$ cat src/rtl/ddmo_pkg.sv
// Package for the differential drive mixer and odometry block.
// Holds widths, register indexes, CORDIC constants and the arctangent table.
`timescale 1ns / 1ps
package ddmo_pkg;
   localparam int CordicSteps = 16;
   localparam int PoseWidth = 32;
   localparam int TableLen = 24;
   localparam int RunSteps = (CordicSteps < TableLen) ? CordicSteps : TableLen;
   localparam logic signed [33:0] CordicX0 = 34'sd652032874;
   localparam logic [16:0] HeadScale = 17'd83443;

   localparam logic [2:0] RegMaxLinear = 3'd0;
   localparam logic [2:0] RegMaxAngular = 3'd1;
   localparam logic [2:0] RegWheelBase = 3'd2;
   localparam logic [2:0] RegPwmFloor = 3'd3;
   localparam logic [2:0] RegPwmCeiling = 3'd4;
   localparam logic [2:0] RegDeadBand = 3'd5;

   typedef struct packed {
      logic        op;
      logic [15:0] linear_velocity;
      logic [15:0] angular_velocity;
      logic [15:0] elapsed_time;
   } req_type;

   typedef struct packed {
      logic        kind;
      logic [8:0]  left_duty;
      logic [8:0]  right_duty;
      logic [31:0] pos_x;
      logic [31:0] pos_y;
      logic [15:0] heading;
      logic [15:0] quat_z;
      logic [15:0] quat_w;
      logic [15:0] held_linear;
      logic [15:0] held_angular;
   } rsp_type;

   function automatic logic [31:0] atan_entry(input logic [4:0] i);
      logic [31:0] r;
      unique case (i)
         5'd0: r = 32'd536870912;  5'd1: r = 32'd316933406;
         5'd2: r = 32'd167458907;  5'd3: r = 32'd85004756;
         5'd4: r = 32'd42667331;   5'd5: r = 32'd21354465;
         5'd6: r = 32'd10679838;   5'd7: r = 32'd5340245;
         5'd8: r = 32'd2670163;    5'd9: r = 32'd1335087;
         5'd10: r = 32'd667544;    5'd11: r = 32'd333772;
         5'd12: r = 32'd166886;    5'd13: r = 32'd83443;
         5'd14: r = 32'd41721;     5'd15: r = 32'd20861;
         5'd16: r = 32'd10430;     5'd17: r = 32'd5215;
         5'd18: r = 32'd2608;      5'd19: r = 32'd1304;
         5'd20: r = 32'd652;       5'd21: r = 32'd326;
         5'd22: r = 32'd163;       5'd23: r = 32'd81;
         default: r = 32'd0;
      endcase
      return r;
   endfunction
endpackage

$ cat src/rtl/ddmo_if.sv
// Valid/ready channel interfaces for requests and results.
// Depends on ddmo_pkg for the payload types.
`timescale 1ns / 1ps
interface ddmo_req_if import ddmo_pkg::*; ();
   logic    valid;
   logic    ready;
   req_type payload;
   modport source (output valid, output payload, input ready);
   modport sink (input valid, input payload, output ready);
endinterface

interface ddmo_rsp_if import ddmo_pkg::*; ();
   logic    valid;
   logic    ready;
   rsp_type payload;
   modport source (output valid, output payload, input ready);
   modport sink (input valid, input payload, output ready);
endinterface

$ cat src/rtl/diff_drive_mixer_odometry.sv
// Top level of the differential drive mixer and dead-reckoning odometry block.
// Depends on ddmo_pkg, ddmo_if and ddmo_sermul.
//
//   Channel | Direction | Handshake          | Contents
//   req     | in        | valid/ready        | op, velocities, elapsed time
//   rsp     | out       | valid/ready        | PWM pair or pose, held velocity
//   csr     | in/out    | APB, pready high   | six limit and scale registers
//
// Every product runs through the one shift-and-add multiplier at one bit per
// cycle. A command takes one product for the wheel offset, then for each wheel
// that needs the PWM ratio one product and a restoring divide of that product.
// A tick takes five products, two CORDIC passes and the states T_X and T_Q.
// Reset is synchronous and restores the registers and zero pose. The result is
// held in an output register; a stalled result keeps the block from accepting
// the next request, which can be taken in the cycle after the result is accepted.
`timescale 1ns / 1ps
module diff_drive_mixer_odometry import ddmo_pkg::*; (
   input  logic        clock,
   input  logic        reset,
   ddmo_req_if.sink    req,
   ddmo_rsp_if.source  rsp,
   input  logic        csr_psel,
   input  logic        csr_penable,
   input  logic        csr_pwrite,
   input  logic [4:0]  csr_paddr,
   input  logic [31:0] csr_pwdata,
   output logic [31:0] csr_prdata,
   output logic        csr_pready
);
   typedef enum logic [4:0] {
      IDLE, C_OFF, C_OFFW, C_PWM, C_PMUL, C_PMULW, C_DIV, C_NEXT,
      T_VDT, T_VDTW, T_DH1, T_DH1W, T_DH2, T_DH2W, T_COR, T_X, T_XM, T_XW, T_Y, T_YW,
      T_Q, SEND
   } state_type;

   state_type state_ff;
   logic [14:0] max_lin_ff, max_ang_ff, wbase_ff;
   logic [7:0]  floor_ff, ceil_ff, dband_ff;
   logic [PoseWidth-1:0] xpos_ff, ypos_ff;
   logic [15:0] head_ff;
   logic signed [15:0] slin_ff, sang_ff;
   logic [15:0] dt_ff;
   rsp_type out_ff;
   logic valid_ff;

   // Shared multiplier.
   logic mul_start;
   logic signed [47:0] mul_a;
   logic signed [33:0] mul_b;
   logic mul_done;
   logic signed [81:0] mul_p;
   ddmo_sermul u_mul (
      .clock(clock), .reset(reset), .start(mul_start), .a_in(mul_a), .b_in(mul_b),
      .done(mul_done), .product(mul_p)
   );

   // Work registers. Wheel speeds keep full precision, which can exceed Q4.12.
   logic signed [47:0] opa_ff;
   logic signed [33:0] opb_ff;
   logic signed [47:0] tmp_ff;
   logic signed [18:0] speed_ff;
   logic side_ff;
   logic [8:0] lpwm_ff;
   logic [23:0] rem_ff;
   logic [23:0] num_ff;
   logic [4:0]  cnt_ff;
   logic signed [17:0] offs_ff;
   // CORDIC.
   logic signed [33:0] cx_ff, cy_ff;
   logic signed [33:0] cz_ff;
   logic cneg_ff, cpass_ff;
   logic signed [15:0] cs_ff;

   assign csr_pready = 1'b1;
   wire csr_wr = csr_psel && csr_penable && csr_pwrite;

   always_comb begin
      unique case (csr_paddr[4:2])
         RegMaxLinear:  csr_prdata = {17'd0, max_lin_ff};
         RegMaxAngular: csr_prdata = {17'd0, max_ang_ff};
         RegWheelBase:  csr_prdata = {17'd0, wbase_ff};
         RegPwmFloor:   csr_prdata = {24'd0, floor_ff};
         RegPwmCeiling: csr_prdata = {24'd0, ceil_ff};
         RegDeadBand:   csr_prdata = {24'd0, dband_ff};
         default:       csr_prdata = '0;
      endcase
   end

   assign req.ready = (state_ff == IDLE);
   assign rsp.valid = valid_ff;
   assign rsp.payload = out_ff;
   assign mul_a = opa_ff;
   assign mul_b = opb_ff;
   // The multiplier loads its operands at the edge that leaves a start state, so
   // the operands are always set one state earlier.
   assign mul_start = (state_ff == C_OFF) || (state_ff == C_PMUL) || (state_ff == T_VDT)
      || (state_ff == T_DH1) || (state_ff == T_DH2) || (state_ff == T_XM)
      || (state_ff == T_Y);

   // Round half away from zero of a product by a right shift.
   function automatic logic signed [81:0] rshift(input logic signed [81:0] v,
                                                 input int s);
      logic signed [81:0] h;
      logic signed [81:0] m;
      h = 82'sd1 <<< (s - 1);
      if (v < 0) begin
         m = -v;
         return -((m + h) >>> s);
      end
      return (v + h) >>> s;
   endfunction

   function automatic logic signed [15:0] clamp16(input logic signed [15:0] v,
                                                  input logic [14:0] lim);
      logic signed [16:0] l;
      l = {2'b0, lim};
      if (17'(v) > l) return 16'(l);
      if (17'(v) < -l) return 16'(-l);
      return v;
   endfunction

   function automatic logic signed [15:0] cround(input logic signed [33:0] v);
      logic signed [33:0] r;
      r = (v + 34'sd32768) >>> 16;
      if (r > 34'sd16384) r = 34'sd16384;
      if (r < -34'sd16384) r = -34'sd16384;
      return 16'(r);
   endfunction

   logic [4:0] cidx;
   logic signed [33:0] atn;
   assign cidx = 5'(cnt_ff);
   assign atn = 34'(atan_entry(cidx));
   logic [15:0] cang;
   assign cang = cpass_ff ? head_ff : 16'(head_ff << 1);

   // Fold the CORDIC angle into +-90 degrees by a half-turn, which negates the
   // resulting sine and cosine.
   logic signed [16:0] a_raw, a_fold;
   logic a_flip;
   always_comb begin
      a_raw = 17'(signed'(cang));
      a_fold = a_raw;
      a_flip = 1'b0;
      if (a_raw >= 17'sd16384) begin
         a_fold = a_raw - 17'sd32768;
         a_flip = 1'b1;
      end else if (a_raw < -17'sd16384) begin
         a_fold = a_raw + 17'sd32768;
         a_flip = 1'b1;
      end
   end

   wire [17:0] speed_mag = speed_ff[18] ? 18'(-speed_ff) : 18'(speed_ff);
   wire [24:0] trial = {rem_ff, num_ff[23]} - {10'd0, max_lin_ff};
   wire [8:0] span = {1'b0, ceil_ff} - {1'b0, floor_ff};

   always_ff @(posedge clock) begin
      if (reset) begin
         state_ff <= IDLE;
         valid_ff <= 1'b0;
         max_lin_ff <= 15'd2048; max_ang_ff <= 15'd4096; wbase_ff <= 15'd1229;
         floor_ff <= 8'd80; ceil_ff <= 8'd255; dband_ff <= 8'd4;
         xpos_ff <= '0; ypos_ff <= '0; head_ff <= '0; slin_ff <= '0; sang_ff <= '0;
      end else begin
         if (csr_wr) begin
            unique case (csr_paddr[4:2])
               RegMaxLinear:  max_lin_ff <= csr_pwdata[14:0];
               RegMaxAngular: max_ang_ff <= csr_pwdata[14:0];
               RegWheelBase:  wbase_ff <= csr_pwdata[14:0];
               RegPwmFloor:   floor_ff <= csr_pwdata[7:0];
               RegPwmCeiling: ceil_ff <= csr_pwdata[7:0];
               RegDeadBand:   dband_ff <= csr_pwdata[7:0];
               default: ;
            endcase
         end
         unique case (state_ff)
            IDLE: if (req.valid) begin
               dt_ff <= req.payload.elapsed_time;
               if (!req.payload.op) begin
                  slin_ff <= clamp16(req.payload.linear_velocity, max_lin_ff);
                  sang_ff <= clamp16(req.payload.angular_velocity, max_ang_ff);
                  opa_ff <= 48'(clamp16(req.payload.angular_velocity, max_ang_ff));
                  opb_ff <= {19'd0, wbase_ff};
                  state_ff <= C_OFF;
               end else begin
                  opa_ff <= 48'(slin_ff);
                  opb_ff <= {18'd0, req.payload.elapsed_time};
                  state_ff <= T_VDT;
               end
            end
            C_OFF: state_ff <= C_OFFW;
            C_OFFW: if (mul_done) begin
               offs_ff <= 18'(rshift(mul_p, 13));
               speed_ff <= 19'(slin_ff) - 19'(rshift(mul_p, 13));
               side_ff <= 1'b0;
               state_ff <= C_PWM;
            end
            C_PWM: begin
               if (speed_mag < {10'd0, dband_ff}) begin
                  tmp_ff <= '0; state_ff <= C_NEXT;
               end else if (ceil_ff < floor_ff) begin
                  tmp_ff <= 48'(floor_ff); state_ff <= C_NEXT;
               end else if (max_lin_ff == 15'd0 || speed_mag >= {3'd0, max_lin_ff}) begin
                  tmp_ff <= 48'(ceil_ff); state_ff <= C_NEXT;
               end else begin
                  opa_ff <= 48'(span);
                  opb_ff <= 34'(speed_mag);
                  state_ff <= C_PMUL;
               end
            end
            C_PMUL: state_ff <= C_PMULW;
            C_PMULW: if (mul_done) begin
               num_ff <= 24'(mul_p);
               rem_ff <= '0;
               cnt_ff <= '0;
               state_ff <= C_DIV;
            end
            C_DIV: begin
               // Restoring division, one quotient bit per cycle.
               if (!trial[24]) rem_ff <= trial[23:0];
               else rem_ff <= {rem_ff[22:0], num_ff[23]};
               num_ff <= {num_ff[22:0], !trial[24]};
               cnt_ff <= cnt_ff + 5'd1;
               if (cnt_ff == 5'd23) begin
                  tmp_ff <= 48'({num_ff[22:0], !trial[24]}) + 48'(floor_ff);
                  state_ff <= C_NEXT;
               end
            end
            C_NEXT: begin
               if (!side_ff) begin
                  lpwm_ff <= speed_ff[18] ? -9'(tmp_ff) : 9'(tmp_ff);
                  side_ff <= 1'b1;
                  speed_ff <= 19'(slin_ff) + 19'(offs_ff);
                  state_ff <= C_PWM;
               end else begin
                  out_ff <= '{kind: 1'b0, left_duty: lpwm_ff,
                              right_duty: speed_ff[18] ? -9'(tmp_ff) : 9'(tmp_ff),
                              pos_x: 32'd0, pos_y: 32'd0, heading: 16'd0,
                              quat_z: 16'd0, quat_w: 16'd0,
                              held_linear: slin_ff, held_angular: sang_ff};
                  valid_ff <= 1'b1;
                  state_ff <= SEND;
               end
            end
            T_VDT: state_ff <= T_VDTW;
            T_VDTW: if (mul_done) begin
               tmp_ff <= 48'(mul_p);
               opa_ff <= 48'(sang_ff);
               opb_ff <= {18'd0, dt_ff};
               state_ff <= T_DH1;
            end
            T_DH1: state_ff <= T_DH1W;
            T_DH1W: if (mul_done) begin
               opa_ff <= 48'(mul_p);
               opb_ff <= {17'd0, HeadScale};
               state_ff <= T_DH2;
            end
            T_DH2: state_ff <= T_DH2W;
            T_DH2W: if (mul_done) begin
               offs_ff <= 18'(rshift(mul_p, 32));
               cpass_ff <= 1'b0;
               cnt_ff <= 5'd31;
               state_ff <= T_COR;
            end
            T_COR: begin
               if (cnt_ff == 5'd31) begin
                  cneg_ff <= a_flip;
                  cz_ff <= 34'(a_fold) <<< 16;
                  cx_ff <= CordicX0;
                  cy_ff <= '0;
                  cnt_ff <= '0;
               end else begin
                  if (!cz_ff[33]) begin
                     cx_ff <= cx_ff - (cy_ff >>> cnt_ff);
                     cy_ff <= cy_ff + (cx_ff >>> cnt_ff);
                     cz_ff <= cz_ff - atn;
                  end else begin
                     cx_ff <= cx_ff + (cy_ff >>> cnt_ff);
                     cy_ff <= cy_ff - (cx_ff >>> cnt_ff);
                     cz_ff <= cz_ff + atn;
                  end
                  cnt_ff <= cnt_ff + 5'd1;
                  if (cnt_ff == 5'(RunSteps - 1)) state_ff <= cpass_ff ? T_Q : T_X;
               end
            end
            T_X: begin
               cs_ff <= cneg_ff ? -cround(cy_ff) : cround(cy_ff);
               opa_ff <= tmp_ff;
               opb_ff <= 34'(cneg_ff ? -cround(cx_ff) : cround(cx_ff));
               state_ff <= T_XM;
            end
            T_XM: state_ff <= T_XW;
            T_XW: if (mul_done) begin
               xpos_ff <= xpos_ff + PoseWidth'(rshift(mul_p, 26));
               opb_ff <= 34'(cs_ff);
               state_ff <= T_Y;
            end
            T_Y: state_ff <= T_YW;
            T_YW: if (mul_done) begin
               ypos_ff <= ypos_ff + PoseWidth'(rshift(mul_p, 26));
               head_ff <= head_ff + offs_ff[15:0];
               cpass_ff <= 1'b1;
               cnt_ff <= 5'd31;
               state_ff <= T_COR;
            end
            T_Q: begin
               out_ff <= '{kind: 1'b1, left_duty: 9'd0, right_duty: 9'd0,
                           pos_x: 32'(xpos_ff), pos_y: 32'(ypos_ff), heading: head_ff,
                           quat_z: cneg_ff ? -cround(cy_ff) : cround(cy_ff),
                           quat_w: cneg_ff ? -cround(cx_ff) : cround(cx_ff),
                           held_linear: slin_ff, held_angular: sang_ff};
               valid_ff <= 1'b1;
               state_ff <= SEND;
            end
            SEND: if (rsp.ready) begin
               valid_ff <= 1'b0;
               state_ff <= IDLE;
            end
            default: state_ff <= IDLE;
         endcase
      end
   end
endmodule

$ cat src/rtl/ddmo_sermul.sv
// Shift-and-add serial multiplier, one multiplier bit per cycle, signed operands.
// Depends on ddmo_pkg only for the wildcard import convention.
`timescale 1ns / 1ps
module ddmo_sermul import ddmo_pkg::*; (
   input  logic               clock,
   input  logic               reset,
   input  logic               start,
   input  logic signed [47:0] a_in,
   input  logic signed [33:0] b_in,
   output logic               done,
   output logic signed [81:0] product
);
   logic signed [81:0] acc_ff, acc_in;
   logic signed [81:0] mcand_ff, mcand_in;
   logic [33:0]        mplier_ff, mplier_in;
   logic [5:0]         count_ff, count_in;
   logic               busy_ff, busy_in, done_ff, done_in;

   always_comb begin
      acc_in = acc_ff;
      mcand_in = mcand_ff;
      mplier_in = mplier_ff;
      count_in = count_ff;
      busy_in = busy_ff;
      done_in = 1'b0;
      if (start) begin
         acc_in = '0;
         mcand_in = 82'(a_in);
         mplier_in = b_in;
         count_in = '0;
         busy_in = 1'b1;
      end else if (busy_ff) begin
         // The top bit of the multiplier carries negative weight.
         if (mplier_ff[0]) begin
            if (count_ff == 6'd33) acc_in = acc_ff - mcand_ff;
            else acc_in = acc_ff + mcand_ff;
         end
         mcand_in = mcand_ff <<< 1;
         mplier_in = mplier_ff >> 1;
         count_in = count_ff + 6'd1;
         if (count_ff == 6'd33) begin
            busy_in = 1'b0;
            done_in = 1'b1;
         end
      end
   end

   always_ff @(posedge clock) begin
      if (reset) begin
         busy_ff <= 1'b0;
         done_ff <= 1'b0;
      end else begin
         busy_ff <= busy_in;
         done_ff <= done_in;
      end
      acc_ff <= acc_in;
      mcand_ff <= mcand_in;
      mplier_ff <= mplier_in;
      count_ff <= count_in;
   end

   assign done = done_ff;
   assign product = acc_ff;
endmodule

$ cat src/flat_wrapper.sv
// flat-port wrapper written by rule: the top's interface ports become plain ports
module diff_drive_mixer_odometry_flat import ddmo_pkg::*;
  (clock, reset, csr_psel, csr_penable, csr_pwrite, csr_paddr, csr_pwdata, csr_prdata, csr_pready, req_valid, req_payload, req_ready, rsp_valid, rsp_payload, rsp_ready);
  ddmo_req_if req_i ();
  ddmo_rsp_if rsp_i ();
  input  logic clock;
  input  logic reset;
  input  logic csr_psel;
  input  logic csr_penable;
  input  logic csr_pwrite;
  input  logic [4:0] csr_paddr;
  input  logic [31:0] csr_pwdata;
  output logic [31:0] csr_prdata;
  output logic csr_pready;
  input wire logic [$bits(req_i.valid)-1:0] req_valid;
  input wire logic [$bits(req_i.payload)-1:0] req_payload;
  output wire logic [$bits(req_i.ready)-1:0] req_ready;
  output wire logic [$bits(rsp_i.valid)-1:0] rsp_valid;
  output wire logic [$bits(rsp_i.payload)-1:0] rsp_payload;
  input wire logic [$bits(rsp_i.ready)-1:0] rsp_ready;
  assign req_i.valid = req_valid;
  assign req_i.payload = req_payload;
  assign req_ready = req_i.ready;
  assign rsp_valid = rsp_i.valid;
  assign rsp_payload = rsp_i.payload;
  assign rsp_i.ready = rsp_ready;
  diff_drive_mixer_odometry u_core (.clock(clock), .reset(reset), .req(req_i), .rsp(rsp_i), .csr_psel(csr_psel), .csr_penable(csr_penable), .csr_pwrite(csr_pwrite), .csr_paddr(csr_paddr), .csr_pwdata(csr_pwdata), .csr_prdata(csr_prdata), .csr_pready(csr_pready));
endmodule
$ cat config.mk
export PLATFORM = sky130hd
export DESIGN_NAME = diff_drive_mixer_odometry_flat
export DESIGN_NICKNAME = d
export VERILOG_FILES = /design/src/rtl/ddmo_pkg.sv /design/src/rtl/ddmo_if.sv /design/src/rtl/diff_drive_mixer_odometry.sv /design/src/rtl/ddmo_sermul.sv /design/src/flat_wrapper.sv
export SDC_FILE = /design/constraint.sdc
export NUM_CORES = 2
export LEC_CHECK = 0
export ABC_CLOCK_PERIOD_IN_PS = 11800
export BUFFER_PORTS_ARGS = -buffer_cell sky130_fd_sc_hd__buf_2
export CORE_ASPECT_RATIO = 1.75
export CORE_MARGIN = 5
export CORE_UTILIZATION = 46
export DETAILED_ROUTE_END_ITERATION = 8
export PLACE_DENSITY = 0.62
export SLEW_MARGIN = 15
export SYNTH_ARGS = -nofsm -noshare
export SYNTH_HDL_FRONTEND = slang
export SYNTH_SLANG_ARGS = --single-unit
$ cat constraint.sdc
create_clock -name clock -period 11.8 [get_ports clock]
set_clock_uncertainty 0.15 [all_clocks]
set_input_delay 1.18 -clock clock [delete_from_list [all_inputs] [get_ports clock]]
set_output_delay 1.18 -clock clock [all_outputs]
set_load 0.05 [all_outputs]
==> results by group <==
Power and ir drop
  – Switching pwr: 8.49 mW
  – Switch share: 0.462
  – Flop pwr share: 0.271
  – Power share of the combinational group: 0.539
  – Peak supply drop: 0.000171 V
  – Power share of the clock group: 0.190
  – Pwr dens: 232 nW/µm²
  – Internal power: 9.88 mW
  – Lkg Pwr: 31.3 nW

CTS
  – CTS Sinks: 952
  – CTS tree: done
  – Htree depth: 3
  – Clock Latency Late Sink: 0.74 ns
  – Root buffer cell: clkbuf_16
  – Clock-pin slew on the worst setup and hold paths: 0.07 ns
  – Post-CTS Setup Inserts: 0
  – Clock tree buffer depth: 3
  – CTS Hold Bufs: 0
  – CTS Buf Count: 99
  – CTS resizes: 0

Synth
  – Mean Syn Cell Area: 8.64 µm²
  – Cells after Synth: 8,412
  – Synth Warn #: 0
  – Synth top area share: 0.267
  – Sequential fraction of the synthesis area: 0.351
  – Most used DFF post-synth: edfxtp_1
  – Number of enable flip-flop cells after synthesis: 645
  – FF+latch count, synth: 952
  – Leading post-synthesis cells by cell area: edfxtp_1 27%, dfxtp_1 8.5%, ha_1 7.4%
  – Distinct cells, synth: 107
  – Post-synth top area cell: edfxtp_1
  – Synth async-reset ratio: 0
  – Synth Cell Area: 72,600 µm²

Timing
  – Fmax: 0.104 GHz
  – Slew margin rel.: 0.205
  – Worst-Margin Slew: 1.18 ns
  – Final period util: 0.811
  – Final Hold Vio Count: 0
  – Fin crit period: 9.57 ns
  – Final Max Tran Viols: 0
  – Setup TNS: 0 ns
  – RSZ-0062 raised after global routing: false
  – Setup Viol. Count Final: 0
  – Final Hold Slack: 0.309 ns
  – Setup slack after layout: 2.23 ns

Worst setup path
  – Cell family with most CP delay: compound AO/OA/AOI/OAI gates
  – Critical Path Source Type: register
  – Worst EP required: 12.28 ns
  – Critical path depth: 25
  – Critical path's slowest cell: nand4_1
  – Critical path class: reg -> reg
  – Worst setup EP type: register
  – Slowest stage delay, CP: 0.95 ns
  – Worst Reg-to-Reg Cells: 25
  – CP max FO: 19
  – Worst path buffer plus inverter count: 0
  – Arrival time of the worst setup path: 10.05 ns

Hold path
  – Worst hold path type: reg -> reg
  – Min-Delay Path Depth: 2

Placed design
  – Detailed placement HPWL: 191,000 µm
  – GP Congestion: 0.957
  – Place WS: 2.39 ns
  – Buffers on Ports: 253

Cells and area
  – # fillers: 15,000
  – Fin util: 0.503
  – Final nets: 8,956
  – Area occupied by multi-input gates: 44,500 µm²
  – Fraction of layout instances using a drive strength above 1: 0.0921
  – Sequential cell area: 25,500 µm²
  – Most common cell after layout, fill and taps aside: nand2_1
  – Area Overhead vs Synth: 9.11%
  – Most frequent cells in the layout: 1,174 x nand2_1, 714 x nor2_1, 705 x a21oi_1, 645 x edfxtp_1, 438 x xnor2_1

Die
  – Die width: 310 µm
  – Row count: 193
  – Core area: 157,000 µm²
  – Io pins: 291
  – Die area: 166,000 µm²
  – Die height: 536 µm
  – Initial core utilization: 0.461

Global route
  – Grt ovf: 0
  – Vias in the first global route: 63,300
  – Global-route wire length before repair: 376,000 µm
  – Largest net degree at the start of global routing: 101
  – Total GRT Usage: 0.290
  – Initial antenna violation count: 15

Detailed routing
  – DRT Wirelength: 251,000 µm
  – Final ANT Viol Nets: 0
  – Drt wl/cell: 23.8 µm
  – DRT Pass-1 Iters: 8
  – Vias per cell: 6.12
  – Initial drt markers: 5,219
  – Remaining DRCs: 0
  – Via count: 64,700

Status
  – Status: complete, no violations

Run
  – Max-Cap Viols: 0
-- cell type report --
| type | count | share of cell area |
|---|---|---|
| inverters | 258 | 0.0122 |
| repair buffers | 364 | 0.0266 |
| diodes | 11 | 0.000347 |
| multi-input cells | 6747 | 0.562 |
| flip-flops and latches | 952 | 0.322 |
| clock inverters | 70 | 0.0116 |
| well taps | 2047 | 0.0323 |
| clock buffers | 117 | 0.0333 |
-- sequential cells by signal, indices dropped and copies added (netlist names), 30 cells and up --
register,cells
u_core.u_mul.mcand_ff,82
u_core.tmp_ff,48
u_core.cx_ff,34
u_core.xpos_ff,32
u_core.mul_b,34
u_core.cz_ff,34
u_core.atn,30
u_core.ypos_ff,32
u_core.mul_a,48
u_core.u_mul.product,82
u_core.cy_ff,34
u_core.u_mul.mplier_ff,34
u_core.rsp.payload,163
-- path summary, 6_finish.rpt --
path | startpoint | endpoint | slack (ns)
setup / recovery | u_core.u_mul.product[1]$_SDFFE_PN0P_ | u_core.xpos_ff[30]$_SDFFE_PP0P_ | 2.23
hold / removal | u_core.u_mul.product[60]$_SDFFE_PN0P_ | u_core.u_mul.product[60]$_SDFFE_PN0P_ | 0.31
setup reg to reg | u_core.u_mul.product[1]$_SDFFE_PN0P_ | u_core.xpos_ff[30]$_SDFFE_PP0P_ | 2.23
hold reg to reg | u_core.u_mul.product[60]$_SDFFE_PN0P_ | u_core.u_mul.product[60]$_SDFFE_PN0P_ | 0.31
-- routing by layer --
layer | GRT usage | routed length, µm | vias to the layer above
met5 | 0 | 6 | -
met4 | 0.179 | 18700 | 2
met3 | 0.0313 | 11900 | 727
met2 | 0.531 | 129000 | 2121
met1 | 0.320 | 92200 | 31300
li1 | - | - | 30500
-- cell families after synthesis --
| logic type | share of synthesized area |
|---|---|
| buf+inv | 0.0390 |
| xor+xnor | 0.0908 |
| simple gates | 0.209 |
| compound gates | 0.184 |
| fa+ha+maj | 0.0771 |
| flops | 0.351 |
| other cells | 0.000103 |
| mux | 0.0483 |
-- cells in the mapped netlist, types with 28 or more instances --
master and n:
mux4_2 83, clkbuf_1 395, dfxtp_1 307, or2_2 36, o21a_1 82, a211oi_1 73, nor2b_1 87, nor2_1 720
or3_1 87, nand3b_1 28, nand4_1 78, nand2b_1 96, o211ai_1 50, xnor2_1 438, mux2i_1 121, and2_1 180
xor2_1 313, and4_1 29, nor3_1 196, or4_1 43, a21o_1 198, nand3_1 182, nand2_1 1177, mux2_2 37
a21oi_1 705, buf_1 50, o31ai_1 49, edfxtp_1 645, and3_1 83, o21ai_0 431, ha_1 430, inv_1 249
nor4_1 89, a31oi_1 78, o21bai_1 45, a221o_1 44
-- per-stage QoR --
step / area [µm²] / cells / total power, mW
2_1_floorplan: 72700 / 8428 / 12.2
3_3_place_gp: 75700 / 10400 / 14.7
3_5_place_dp: 75700 / 10400 / 14.7
4_1_cts: 79200 / 10600 / 18.3
5_1_grt: 79300 / 10600 / 19.5
6_report: 79300 / 10600 / 18.4
-- tightest hold or removal path: stages (launching register included) --
cell,delay (ns)
dfxtp_1,0.31
nand2_1,0.05
a21oi_1,0.05
-- power groups by stage --
stage                     Clock (mW)  Sequential, mW  Combinational, mW
after floorplan                    0            4.73               7.50
after global placement             0            5.01               9.65
after detailed placement           0            5.02               9.69
after CTS                       3.56            4.95               9.79
after global routing            3.69            5.02               10.8
final                           3.49            4.97               9.91
Power figures use the tool's default switching activity.
